**src/rtl/scbc_pkg.sv**
```systemverilog
`default_nettype none

package scbc_pkg;

  // Field widths
  localparam int OP_W    = 2;
  localparam int SIZE_W  = 16;
  localparam int HDR_W   = 8;
  localparam int CLASS_W = 5;

  // Opcodes
  localparam logic [OP_W-1:0] OP_ALLOC   = 2'd0;
  localparam logic [OP_W-1:0] OP_RELEASE = 2'd1;
  localparam logic [OP_W-1:0] OP_REFILL  = 2'd2;
  localparam logic [OP_W-1:0] OP_NOP     = 2'd3;

  localparam logic [HDR_W-1:0] HDR_RESET = 8'd16;

  // Size classes
  localparam int NUM_CLASSES = 20;
  localparam int MIN_BLOCK   = 32;
  localparam int MAX_BLOCK   = 4096;

  localparam int SMALL_LIMIT = 256;
  localparam int MID_LIMIT   = 1024;
  localparam int SMALL_STEP  = 32;
  localparam int MID_STEP    = 128;
  localparam int BIG_STEP    = 512;
  localparam int MID_BASE    = 8;
  localparam int BIG_BASE    = 14;

  // Parameter defaults for the top level
  localparam int STACK_DEPTH_DEF = 32;
  localparam int ADDR_WIDTH_DEF  = 32;

endpackage

`default_nettype wire

```
**src/rtl/scbc_size_class.sv**
```systemverilog
`default_nettype none

module scbc_size_class (
  input  wire logic [scbc_pkg::SIZE_W:0]      size,
  output logic      [scbc_pkg::CLASS_W-1:0]   size_class
);

  localparam int SUM_W   = scbc_pkg::SIZE_W + 1;
  localparam int CLAMP_W = $clog2(scbc_pkg::MAX_BLOCK + 1);

  localparam int SMALL_SH = $clog2(scbc_pkg::SMALL_STEP);
  localparam int MID_SH   = $clog2(scbc_pkg::MID_STEP);
  localparam int BIG_SH   = $clog2(scbc_pkg::BIG_STEP);

  localparam logic [SUM_W-1:0]   MIN_S = SUM_W'(scbc_pkg::MIN_BLOCK);
  localparam logic [SUM_W-1:0]   MAX_S = SUM_W'(scbc_pkg::MAX_BLOCK);
  localparam logic [CLAMP_W-1:0] SMALL_LIM = CLAMP_W'(scbc_pkg::SMALL_LIMIT);
  localparam logic [CLAMP_W-1:0] MID_LIM   = CLAMP_W'(scbc_pkg::MID_LIMIT);
  localparam logic [CLAMP_W-1:0] MID_OFS   = CLAMP_W'(scbc_pkg::SMALL_LIMIT + 1);
  localparam logic [CLAMP_W-1:0] BIG_OFS   = CLAMP_W'(scbc_pkg::MID_LIMIT + 1);
  localparam logic [scbc_pkg::CLASS_W-1:0] MID_BASE_C =
      scbc_pkg::CLASS_W'(scbc_pkg::MID_BASE);
  localparam logic [scbc_pkg::CLASS_W-1:0] BIG_BASE_C =
      scbc_pkg::CLASS_W'(scbc_pkg::BIG_BASE);
  localparam logic [scbc_pkg::CLASS_W-1:0] TOP_CLASS =
      scbc_pkg::CLASS_W'(scbc_pkg::NUM_CLASSES - 1);

  logic [CLAMP_W-1:0]            clamped;
  logic [CLAMP_W-1:0]            d_small;
  logic [CLAMP_W-1:0]            d_mid;
  logic [CLAMP_W-1:0]            d_big;
  logic [scbc_pkg::CLASS_W-1:0]  raw_class;

  always_comb begin
    if (size < MIN_S) begin
      clamped = CLAMP_W'(scbc_pkg::MIN_BLOCK);
    end else if (size > MAX_S) begin
      clamped = CLAMP_W'(scbc_pkg::MAX_BLOCK);
    end else begin
      clamped = size[CLAMP_W-1:0];
    end

    d_small = clamped - CLAMP_W'(1);
    d_mid   = clamped - MID_OFS;
    d_big   = clamped - BIG_OFS;

    if (clamped <= SMALL_LIM) begin
      raw_class = scbc_pkg::CLASS_W'(d_small >> SMALL_SH);
    end else if (clamped <= MID_LIM) begin
      raw_class = MID_BASE_C + scbc_pkg::CLASS_W'(d_mid >> MID_SH);
    end else begin
      raw_class = BIG_BASE_C + scbc_pkg::CLASS_W'(d_big >> BIG_SH);
    end

    size_class = (raw_class > TOP_CLASS) ? TOP_CLASS : raw_class;
  end

endmodule

`default_nettype wire

```
**config.mk**
```make
export PLATFORM = sky130hd
export DESIGN_NAME = scbc_size_class
export DESIGN_NICKNAME = d
export VERILOG_FILES = /design/src/rtl/scbc_pkg.sv /design/src/rtl/scbc_size_class.sv
export SDC_FILE = /design/constraint.sdc
export NUM_CORES = 1
export LEC_CHECK = 0
export BUFFER_PORTS_ARGS = -buffer_cell sky130_fd_sc_hd__buf_2
export CAP_MARGIN = 20
export CELL_PAD_IN_SITES_DETAIL_PLACEMENT = 1
export CELL_PAD_IN_SITES_GLOBAL_PLACEMENT = 1
export CORE_AREA = 4 4 44 46
export DETAILED_ROUTE_END_ITERATION = 10
export DIE_AREA = 0 0 48 50
export PLACE_DENSITY_LB_ADDON = 0.1
export SYNTH_ARGS = -nofsm -noshare
export SYNTH_HDL_FRONTEND = slang
export SYNTH_SLANG_ARGS = --single-unit
```
**constraint.sdc**
```tcl
create_clock -name vclk -period 3.7
set_clock_uncertainty 0.1 [all_clocks]
set_input_delay 0.185 -clock vclk [all_inputs]
set_output_delay 0.185 -clock vclk [all_outputs]
set_load 0.02 [all_outputs]
```
==> summary.md <==
| Metric | Value |
|---|---|
| Outcome | `completed` |
| CP top delay family | `simple AND/OR/NAND/NOR gates` |
| Detailed Place HPWL | `1502 um` |
| Vias | `652` |
| Post-layout min period | `3.364 ns` |
| Mapped Area | `508.0 um^2` |
| Switching power share of the total | `58.75%` |
| CP peak stage delay | `0.65 ns` |
| Post CTS Setup Buffer Count | `0` |
| Sequential Power Share | `0%` |
| Vias in the first global route | `586` |
| Fin nets | `116` |
| Die ar. | `0.002400 mm^2` |
| Initial antenna violation count | `0` |
| PwrDens | `67.96 mW/mm^2` |
| FF+latch count | `0` |
| Final-layout fill cell count | `220` |
| Synthesis-to-finish area growth | `26.11%` |
| Hold crit path type | `in -> out` |
| Total wire length | `1723 um` |
| GPL Wtd Cong | `0.7588` |
| Initial drt markers | `6` |
| LEAKAGE | `0.2338 nW` |
| Buf+Inv Stages, Crit Path | `2` |
| Worst slew margin | `68.74%` |
| Syn nets | `94` |
| Hold bufs inserted after CTS | `0` |
| GRT Residual Overflow | `0` |
| DR vias/cell | `5.821` |
| Routed Antenna Nets | `0` |
| Reg area | `0 um^2` |
| Final Instance Area | `640.6 um^2` |
| VDD IR max | `0.02906 mV` |
| Cts repair resizes | `0` |
| Die Wd | `48 um` |
| Final Hold Viols | `0` |
| Worst Setup End Kind | `output pin` |
| Worst path most repeated cell | `buf_2` |
| Worst EP arrival | `3.08 ns` |
| Aggregate global-route resource usage | `14.69%` |
| Core area | `0.001506 mm^2` |
| Unrepaired setup endpoints after global routing | `no` |
| Synth Area per Inst | `6.684 um^2` |
| Worst Setup Start Kind | `input pin` |
| I/O pin total | `22` |
| Comb power frac | `100.0%` |
| Sw Pwr | `25.58 uW` |
| Final setup vio count | `0` |
| Register area share after synthesis | `0%` |
| Synth warn | `0` |
| Distinct cells, synth | `40` |
| Clkbuf count | `0` |
| Pin count of the biggest net entering global routing | `10` |
| Syn Inst Count | `76` |
| DR DRC count | `0` |
| Clk network pwr share | `0%` |
| Worst-path cell chain | `buf_2 -> or4_1 -> nor4_2 -> a21oi_1 -> nand2_1 -> xor2_1 -> nor3_1 -> ha_1 -> and2_0 -> a222oi_1 -> o22ai_2 -> o31ai_2 -> buf_2` |
| Drt pass-1 iters | `4` |
| Fmax | `0.2973 GHz` |
| IO Port Bufs | `22` |
| Final Cycle Share | `90.91%` |
| First-pass GRT wire length | `2711 um` |
| Row cnt | `14` |
| Int Pwr | `17.96 uW` |
| Largest fanout on the critical path | `6` |
| Data required, critical path | `3.41 ns` |
| CP max-delay cell | `or4_1` |
| DR WL/cell | `15.38 um` |
| Die height | `50 um` |
| Area of placed instances | `640.6 um^2` |
| Worst Tran Pin Value | `0.4646 ns` |
| Initial Util | `33.72%` |
| Slew Viols, Final | `0` |
| Antenna cells | `0` |
| Sum Neg Setup Slack | `0 ns` |
| Share of layout cells above drive strength 1 | `34.38%` |
| Critical path class | `in -> out` |
| Count of max-cap constraint violations | `0` |
[layer usage]
metal  track usage (%)  vias up  share of wire, %
li1                  -      337                 -
met1             21.06      296                45
met2             25.11       19                49
met3            0.3636        0               6.2
met4                 0        0                 0
met5                 0        -                 0
[power groups by stage]
stage / Combinational [mW] / Sequential (mW) / Clock (mW)
after floorplan: 0.0239 / 0 / 0
after detailed placement: 0.0439 / 0 / 0
after global placement: 0.0430 / 0 / 0
after global routing: 0.0483 / 0 / 0
final: 0.0435 / 0 / 0
after CTS: 0.0439 / 0 / 0
[cells by family after synthesis]
group,count (synthesis),share of synthesized area (%)
and+or+nand+nor,35,41.62
AOI/OAI and AO/OA,26,37.93
buffers and inverters,7,5.417
xor gates and xnor gates,6,10.34
adders and majority gates,2,4.679
[synth_stat cells, types with 2 or more instances]
library cell	number	area [um^2]
nor2_1	6	22.52
a21oi_1	5	25.02
nor3_1	5	25.02
clkbuf_1	4	15.01
nand2_1	4	15.01
nor2b_1	4	25.02
xnor2_1	4	35.03
o21ai_0	3	15.01
o21ai_1	3	15.01
and3_1	2	12.51
inv_1	2	7.510
nor4_1	2	12.51
nor4_2	2	25.02
or4_1	2	15.01
or4_4	2	22.52
xor2_1	2	17.52
[final timing paths]
kind	depth (start not counted)	end	startpoint
worst max-delay path	13	size_class[0]	size[0]
worst min-delay path	5	size_class[1]	size[6]
[cell usage in the layout (no fill, tap or decap), types with 2 or more instances in the layout]
master	n
buf_2	22
nor2_1	6
nor3_1	5
a21oi_1	5
nand2_1	4
xnor2_1	4
nor2b_1	4
o21ai_0	3
o21ai_1	3
buf_4	3
or4_1	2
nor4_2	2
inv_1	2
nor4_1	2
xor2_1	2
or4_4	2
and3_1	2
[metrics by stage]
step | hold WS [ns] | setup slack (ns) | util (%) | total power, mW | instances
finish | 0.8216 | 0.3362 | 42.52 | 0.04354 | 112
floorplan | 0.5904 | 0.6692 | - | 0.02391 | 76
global placement | 0.8323 | 0.4203 | 42.52 | 0.04301 | 112
global route | 0.8755 | 0.07361 | 42.52 | 0.04826 | 112
detailed placement | 0.8184 | 0.3288 | 42.52 | 0.04390 | 112
CTS | 0.8203 | 0.3257 | 42.52 | 0.04390 | 112
[tightest hold or removal path, cell delays in order]
cell and delay, ns:
buf_2 0.11, o21ai_0 0.07, and3_1 0.16, o21ai_1 0.07
buf_2 0.15
[area by class of cell]
cell class / instances / area, um^2 / area share [%]
tap: 16 / 20.02 / 3.125
inverter: 2 / 7.507 / 1.172
timing repair buffer: 25 / 132.6 / 20.70
multi-input combinational: 69 / 480.5 / 75.00
No activity file was read; power rests on OpenSTA's default activity.
